$ cat config.mk
export PLATFORM = sky130hd
export DESIGN_NAME = fasta_stream_validator
export DESIGN_NICKNAME = d
export VERILOG_FILES = /design/src/rtl/fsv_pkg.sv /design/src/rtl/fasta_stream_validator.sv
export SDC_FILE = /design/constraint.sdc
export NUM_CORES = 1
export LEC_CHECK = 0
export BUFFER_PORTS_ARGS = -buffer_cell sky130_fd_sc_hd__buf_4
export CORE_MARGIN = 1.5
export CORE_UTILIZATION = 47
export CTS_CLUSTER_SIZE = 20
export DETAILED_ROUTE_END_ITERATION = 16
export PLACE_DENSITY = 0.77
export SYNTH_ARGS = -nofsm -noshare
export SYNTH_HDL_FRONTEND = slang
export SYNTH_SLANG_ARGS = --single-unit
$ cat constraint.sdc
create_clock -name clk_i -period 2.11 [get_ports clk_i]
set_input_delay 0.211 -clock clk_i [delete_from_list [all_inputs] [get_ports clk_i]]
set_output_delay 0.211 -clock clk_i [all_outputs]
set_load 0.02 [all_outputs]
$ cat src/rtl/fsv_pkg.sv
// ----------------------------------------------------------------------------
// fsv_pkg
// Types and constants shared by the FASTA stream validator.
// ----------------------------------------------------------------------------
package fsv_pkg;

  localparam logic [7:0] NewlineByte    = 8'h0A;
  localparam logic [7:0] HeaderMark     = 8'h3E;
  localparam logic [7:0] BaseA          = 8'h41;
  localparam logic [7:0] BaseC          = 8'h43;
  localparam logic [7:0] BaseG          = 8'h47;
  localparam logic [7:0] BaseT          = 8'h54;
  localparam logic [7:0] BaseN          = 8'h4E;
  localparam logic [7:0] LowerA         = 8'h61;
  localparam logic [7:0] LowerZ         = 8'h7A;
  localparam logic [7:0] CaseOffset     = 8'h20;
  localparam logic [7:0] MaxLineReset   = 8'd80;

  localparam int unsigned PaddrWidth    = 3;
  localparam int unsigned PdataWidth    = 32;
  localparam logic [0:0]  RegMaxLine    = 1'b0;

  localparam logic ReqText = 1'b0;
  localparam logic ReqEnd  = 1'b1;

  typedef enum logic [1:0] {
    MODE_START  = 2'd0,
    MODE_HEADER = 2'd1,
    MODE_SEQ    = 2'd2
  } line_mode_e;

  typedef enum logic [2:0] {
    KIND_NONE   = 3'd0,
    KIND_NAME   = 3'd1,
    KIND_BASE   = 3'd2,
    KIND_CLOSED = 3'd3,
    KIND_ACCEPT = 3'd4,
    KIND_REJECT = 3'd5
  } out_kind_e;

  typedef enum logic [2:0] {
    ERR_NONE        = 3'd0,
    ERR_EMPTY_LINE  = 3'd1,
    ERR_BARE_HEADER = 3'd2,
    ERR_EMPTY_REC   = 3'd3,
    ERR_NO_HEADER   = 3'd4,
    ERR_LONG_LINE   = 3'd5,
    ERR_BAD_CHAR    = 3'd6,
    ERR_LAST_EMPTY  = 3'd7
  } error_code_e;

  typedef struct packed {
    logic       req_type;
    logic [7:0] in_byte;
  } in_item_t;

  typedef struct packed {
    logic [2:0] out_kind;
    logic [7:0] out_char;
    logic [2:0] error_code;
  } out_item_t;

endpackage

$ cat src/rtl/fasta_stream_validator.sv
// ----------------------------------------------------------------------------
// fasta_stream_validator
// Checks a FASTA byte stream, emits name bytes, upper-case bases and record-close
// marks, and reports accept or the first error at end of stream.
// ----------------------------------------------------------------------------
//  channel   direction  handshake                 payload
//  in        input      in_valid_i / in_ready_o    fsv_pkg::in_item_t
//  out       output     out_valid_o / out_ready_i  fsv_pkg::out_item_t
//  cfg       input      APB psel/penable/pready    max_line_length at 0x0
//
//  The parse state loads at the input transfer edge; the result loads into the
//  output register, or into the skid register while a result waits there.
//  A skid register behind the output register keeps the input open for one
//  more transfer while a result waits; ready drops only when both are full.
//  Reset clears the parse state and sets max_line_length to 80.
//  Every input transfer yields exactly one output transfer.
module fasta_stream_validator (
  input  logic                                clk_i,
  input  logic                                rst_ni,
  input  logic                                in_valid_i,
  output logic                                in_ready_o,
  input  fsv_pkg::in_item_t                   in_data_i,
  output logic                                out_valid_o,
  input  logic                                out_ready_i,
  output fsv_pkg::out_item_t                  out_data_o,
  input  logic                                psel,
  input  logic                                penable,
  input  logic                                pwrite,
  input  logic [fsv_pkg::PaddrWidth-1:0]      paddr,
  input  logic [fsv_pkg::PdataWidth-1:0]      pwdata,
  output logic [fsv_pkg::PdataWidth-1:0]      prdata,
  output logic                                pready
);
  import fsv_pkg::*;

  logic [7:0]  max_line_q;
  line_mode_e  mode_q, mode_d;
  logic [7:0]  count_q, count_d;
  logic        rec_open_q, rec_open_d;
  logic        has_base_q, has_base_d;
  logic        named_q, named_d;
  logic [2:0]  err_q, err_d;

  out_item_t   res;
  out_item_t   out_q, skid_q;
  logic        out_valid_q, skid_valid_q;
  logic        in_fire, out_fire;
  logic [7:0]  up_byte;
  logic        is_base;

  assign in_fire  = in_valid_i && in_ready_o;
  assign out_fire = out_valid_q && out_ready_i;

  assign in_ready_o  = !skid_valid_q;
  assign out_valid_o = out_valid_q;
  assign out_data_o  = out_q;

  // Configuration port
  assign pready = 1'b1;
  assign prdata = (paddr[PaddrWidth-1] == RegMaxLine) ?
                  {{(PdataWidth-8){1'b0}}, max_line_q} : '0;

  always_ff @(posedge clk_i or negedge rst_ni) begin
    if (!rst_ni) begin
      max_line_q <= MaxLineReset;
    end else if (psel && penable && pwrite && pready &&
                 paddr[PaddrWidth-1] == RegMaxLine) begin
      max_line_q <= pwdata[7:0];
    end
  end

  always_comb begin
    up_byte = in_data_i.in_byte;
    if (in_data_i.in_byte >= LowerA && in_data_i.in_byte <= LowerZ) begin
      up_byte = in_data_i.in_byte - CaseOffset;
    end
    is_base = (up_byte == BaseA) || (up_byte == BaseC) || (up_byte == BaseG) ||
              (up_byte == BaseT) || (up_byte == BaseN);
  end

  // Parse step: next state and result for the item at the input
  always_comb begin
    mode_d     = mode_q;
    count_d    = count_q;
    rec_open_d = rec_open_q;
    has_base_d = has_base_q;
    named_d    = named_q;
    err_d      = err_q;
    res        = '{out_kind: KIND_NONE, out_char: 8'h00, error_code: ERR_NONE};

    if (in_data_i.req_type == ReqEnd) begin
      if (err_q == ERR_NONE && mode_q == MODE_HEADER && !named_q) begin
        err_d = ERR_BARE_HEADER;
      end else if (err_q == ERR_NONE && !has_base_q) begin
        err_d = ERR_LAST_EMPTY;
      end
      if (err_d != ERR_NONE) begin
        res.out_kind   = KIND_REJECT;
        res.error_code = err_d;
      end else begin
        res.out_kind = KIND_ACCEPT;
      end
      mode_d     = MODE_START;
      count_d    = '0;
      rec_open_d = 1'b0;
      has_base_d = 1'b0;
      named_d    = 1'b0;
      err_d      = ERR_NONE;
    end else if (err_q != ERR_NONE) begin
      // stay silent until end of stream
    end else if (in_data_i.in_byte == NewlineByte) begin
      unique case (mode_q)
        MODE_START: err_d = ERR_EMPTY_LINE;
        MODE_HEADER: begin
          if (!named_q) err_d = ERR_BARE_HEADER;
          else          mode_d = MODE_START;
        end
        default: begin
          mode_d  = MODE_START;
          count_d = '0;
        end
      endcase
    end else if (mode_q == MODE_HEADER) begin
      res.out_kind = KIND_NAME;
      res.out_char = in_data_i.in_byte;
      named_d      = 1'b1;
    end else if (mode_q == MODE_START && in_data_i.in_byte == HeaderMark) begin
      if (rec_open_q && !has_base_q) begin
        err_d = ERR_EMPTY_REC;
      end else begin
        if (rec_open_q) res.out_kind = KIND_CLOSED;
        rec_open_d = 1'b1;
        has_base_d = 1'b0;
        named_d    = 1'b0;
        mode_d     = MODE_HEADER;
      end
    end else if (mode_q == MODE_START && !rec_open_q) begin
      err_d = ERR_NO_HEADER;
    end else begin
      // line start opens a sequence line with an empty count
      if (mode_q == MODE_START) begin
        mode_d = MODE_SEQ;
      end
      if (!is_base) begin
        err_d = ERR_BAD_CHAR;
      end else if (mode_q != MODE_START && count_q >= max_line_q) begin
        err_d = ERR_LONG_LINE;
      end else if (mode_q == MODE_START && max_line_q == 8'd0) begin
        err_d = ERR_LONG_LINE;
      end else begin
        count_d      = (mode_q == MODE_START) ? 8'd1 : count_q + 8'd1;
        has_base_d   = 1'b1;
        res.out_kind = KIND_BASE;
        res.out_char = up_byte;
      end
    end
  end

  always_ff @(posedge clk_i or negedge rst_ni) begin
    if (!rst_ni) begin
      mode_q     <= MODE_START;
      count_q    <= '0;
      rec_open_q <= 1'b0;
      has_base_q <= 1'b0;
      named_q    <= 1'b0;
      err_q      <= ERR_NONE;
    end else if (in_fire) begin
      mode_q     <= mode_d;
      count_q    <= count_d;
      rec_open_q <= rec_open_d;
      has_base_q <= has_base_d;
      named_q    <= named_d;
      err_q      <= err_d;
    end
  end

  // Output register with skid stage
  always_ff @(posedge clk_i or negedge rst_ni) begin
    if (!rst_ni) begin
      out_valid_q  <= 1'b0;
      skid_valid_q <= 1'b0;
    end else begin
      if (!out_valid_q || out_fire) begin
        out_valid_q  <= skid_valid_q || in_fire;
        skid_valid_q <= skid_valid_q && in_fire;
      end else if (in_fire) begin
        skid_valid_q <= 1'b1;
      end
    end
  end

  always_ff @(posedge clk_i) begin
    if (!out_valid_q || out_fire) begin
      if (skid_valid_q) begin
        out_q <= skid_q;
        if (in_fire) skid_q <= res;
      end else if (in_fire) begin
        out_q <= res;
      end
    end else if (in_fire) begin
      skid_q <= res;
    end
  end

`ifndef ASSERT_OFF
  a_skid_behind_out: assert property (@(posedge clk_i) disable iff (!rst_ni)
    skid_valid_q |-> out_valid_q)
    else $error("skid holds a result while the output register is empty");

  a_err_only_reject: assert property (@(posedge clk_i) disable iff (!rst_ni)
    out_valid_q |-> ((out_q.error_code != ERR_NONE) == (out_q.out_kind == KIND_REJECT)))
    else $error("error code and result kind disagree");

  a_end_clears: assert property (@(posedge clk_i) disable iff (!rst_ni)
    (in_fire && in_data_i.req_type == ReqEnd) |=>
      (mode_q == MODE_START && err_q == ERR_NONE && !rec_open_q && !has_base_q))
    else $error("end of stream left parse state behind");

  a_err_sticky: assert property (@(posedge clk_i) disable iff (!rst_ni)
    (err_q != ERR_NONE && !(in_fire && in_data_i.req_type == ReqEnd)) |=>
      (err_q == $past(err_q)))
    else $error("latched error changed before end of stream");

  a_count_in_seq: assert property (@(posedge clk_i) disable iff (!rst_ni)
    (count_q != 8'd0) |-> (mode_q == MODE_SEQ))
    else $error("base count nonzero outside a sequence line");
`endif

endmodule
==> summary.txt <==
Clocking
  – TritonCTS clock tree: yes
  – Clk buf depth: 2
  – Clock latency on the worst-skew pair: about 310 ps
  – Clock transition at the registers of the reported paths: about 100 ps
  – CTS H-tree depth: 2
  – CTS sink count: between 50 and 60
  – Clk root buf: clkbuf_8
  – Total CTS buffers: 5

Setup path
  – CP Depth: 9
  – CP Max Fanout: 12
  – Delay-heaviest family, CP: compound AO/OA/AOI/OAI gates
  – Arrival time worst endpoint: ~2500 ps
  – CP endpoint kind: flop
  – Crit Path Class: flop to flop
  – CP max-delay cell: dfstp_2
  – CP bufs+invs: 2
  – Slowest stage delay, CP: 550 ps
  – Critical path origin: max_line_q[4]
  – Cell depth of the worst flop-to-flop path: 9
  – Crit path launch type: flop
  – Worst endpoint required time: between 2000 and 2500 ps
  – Worst r2r src: max_line_q[4]
  – CP Cell Sequence: inv_2 > ha_4 > a211oi_2 > o211ai_1 > a221oi_2 > nand2_2 > a21oi_2 > buf_6 > a31o_2

Flow run
  – Max-cap violations: 0

Synthesis
  – Syn. warnings: 0
  – FF+latch count, synth: 54
  – Synth Instances: around 320
  – Post-synth top area cell: edfxtp_1
  – Cell variety after synth: 61
  – Yosys top cell area share: 25.9%
  – Primary FF master, synth: edfxtp_1
  – Post-synthesis sequential area ratio: between 40 and 50%
  – Synthesized cell area: roughly 0.0032 mm^2
  – Most frequent cells after synthesis: 28 x edfxtp_1, 26 x buf_4, 24 x dfrtp_1
  – Synth Area per Inst: 10.3 um^2
  – Post-synth EDFFs: 28
  – Synth area leaders: edfxtp_1 26%, dfrtp_1 19%, buf_4 6.0%
  – Most frequent cell after synthesis: edfxtp_1
  – Asr flop ratio synth: approximately half

Layout
  – Post-layout net count: around 470
  – Fillers: about 550
  – Footprint of the multi-input gates: 0.00162 mm^2
  – Share of cells above drive strength 1: ~40%
  – Diode count: 0
  – Register area: 0.00149 mm^2
  – Final cell count without fillers: a little under 500
  – Area Overhead vs Synth: 28.1%
  – Post-route cell area: just over 0.004 mm^2

Min path
  – Hold Crit Class: primary input to flop
  – Hold wc startpoint: in_valid_i
  – Worst hold path depth: 3

Die
  – Num ports: 100
  – Die Y: 86.0 um
  – Core area: between 0.006 and 0.007 mm^2
  – Die X: roughly 86 um
  – Die ar.: about 0.0074 mm^2
  – Initial Util: 48.2%
  – Rows: 30

Routing
  – # DRC: 0
  – ANT nets after route: 0
  – Vias per inst: around 5.5
  – Wirelength per Cell: around 15 um
  – Vias: roughly 2700
  – First-pass detailed-route iteration total: 4
  – Routed Wire Length: between 7000 and 8000 um
  – Initial DRC count: 200

Global route
  – Largest net degree at the start of global routing: 27
  – GRT overflow: 0
  – First-pass GRT wire length: between 10000 and 15000 um
  – Initial antenna violation count: 0
  – Vias in the first global route: about 2700
  – All-Layer GR Usage: 20.2%

Pwr
  – Pwr dens: 656 mW/mm^2
  – Peak VDD IR: around 0.00034 V
  – Leakage power figure: 1.84 nW

Place
  – # port buffers: 48
  – GP Congestion: 0.830
  – Area after DPL: slightly below 0.004 mm^2
  – DP HPWL: between 5000 and 6000 um
  – Placed Cells incl. Taps: about 470

Timing
  – Tcrit/Tclk final: 109%
  – Fin crit period: between 2000 and 2500 ps
  – RSZ-0062 raised after global routing: yes
  – PnR worst setup slack: -179 ps
  – Slew Limit Fails: 0
  – Setup violators final: 25
  – Clk_skew: roughly 8.9 ps
  – Final Hold Viols: 0
  – Max Fclk: around 440 MHz
  – Final setup TNS: -2930 ps

Run status
  – Status: finished with violations
  – Failing checks: negative setup slack
-- cells by family after synthesis --
logic type	share of synthesized area, %
AND/OR/NAND/NOR	18.1
AO/OA/AOI/OAI	15.9
buffers and inverters	10.3
flip-flops	46.1
multiplexers	5.52
adder cells (fa/ha/maj)	3.86
other	0.232
-- timing repair --
action	CTS	global route
hold buffers	1	0
endpoints found under the setup margin	25	26
gates resized for setup	20	2
buffers inserted	5	1
pin swaps	8	4
gates cloned	0	0
endpoints found under the hold margin	24	0
-- path summary, 6_finish.rpt --
| kind | to | slack, ps |
|---|---|---|
| min in group asynchronous | max_line_q[1] | 350 |
| hold / removal | out_valid_o | 120 |
| max in group asynchronous | max_line_q[6] | 1460 |
| hold reg to reg | out_data_o[0] | 550 |
| setup / recovery | out_data_o[5] | -180 |
| setup reg to reg | out_data_o[5] | -180 |
-- routing by layer --
| metal | part of all wire (%) | track usage (%) |
|---|---|---|
| met5 | 0 | 0 |
| met4 | 1.5 | 6.16 |
| met3 | 5.6 | 4.04 |
| met2 | 54 | 38.7 |
| met1 | 39 | 22.5 |
-- worst min-delay path: cells and delay by family --
| kind | cells | cell delay [ps] |
|---|---|---|
| and+or+nand+nor | 2 | 100 |
| buffers and inverters | 1 | 80 |
-- cell type report --
| type | instances | share of cell area, % |
|---|---|---|
| clock buffers | 6 | 1.75 |
| multi-input cells | 228 | 39.0 |
| repair buffers | 100 | 18.3 |
| clock inverters | 2 | 0.904 |
| flip-flops and latches | 54 | 36.0 |
| inverters | 18 | 1.63 |
| well taps | 80 | 2.41 |
-- report_power, final --
part / total [mW] / switching, mW / internal [mW]
Sequential: 1.26 / 0.0442 / 1.21
Combinational: 0.771 / 0.416 / 0.355
Clock: 0.695 / 0.340 / 0.354
-- stage by stage --
step	worst slack, ps	hold slack [ps]	power, mW	util [%]
2_1_floorplan	16.2	-84.6	1.70	-
3_3_place_gp	-122	146	1.96	57.7
3_5_place_dp	-234	153	1.98	57.7
4_1_cts	-129	115	2.72	61.6
5_1_grt	-274	113	2.85	61.8
6_report	-179	118	2.72	61.8
-- placed cells by master, fill, tap and decap left out, types with 12 or more instances in the layout --
cell type,synthesis,layout
dfrtp_1,24,24
o21ai_0,16,14
nor2_1,23,23
inv_1,18,15
nand2_1,18,17
edfxtp_1,28,28
buf_4,26,97
conb_1,2,25
mux2_2,13,12
-- sequential cells by signal, indices dropped and copies added (netlist names), 2 cells and up --
name and flops:
out_data_o 14, count_q 8, err_q 3, skid_q 14
max_line_q 8, mode_q 2
No activity file was read; power rests on OpenSTA's default activity.
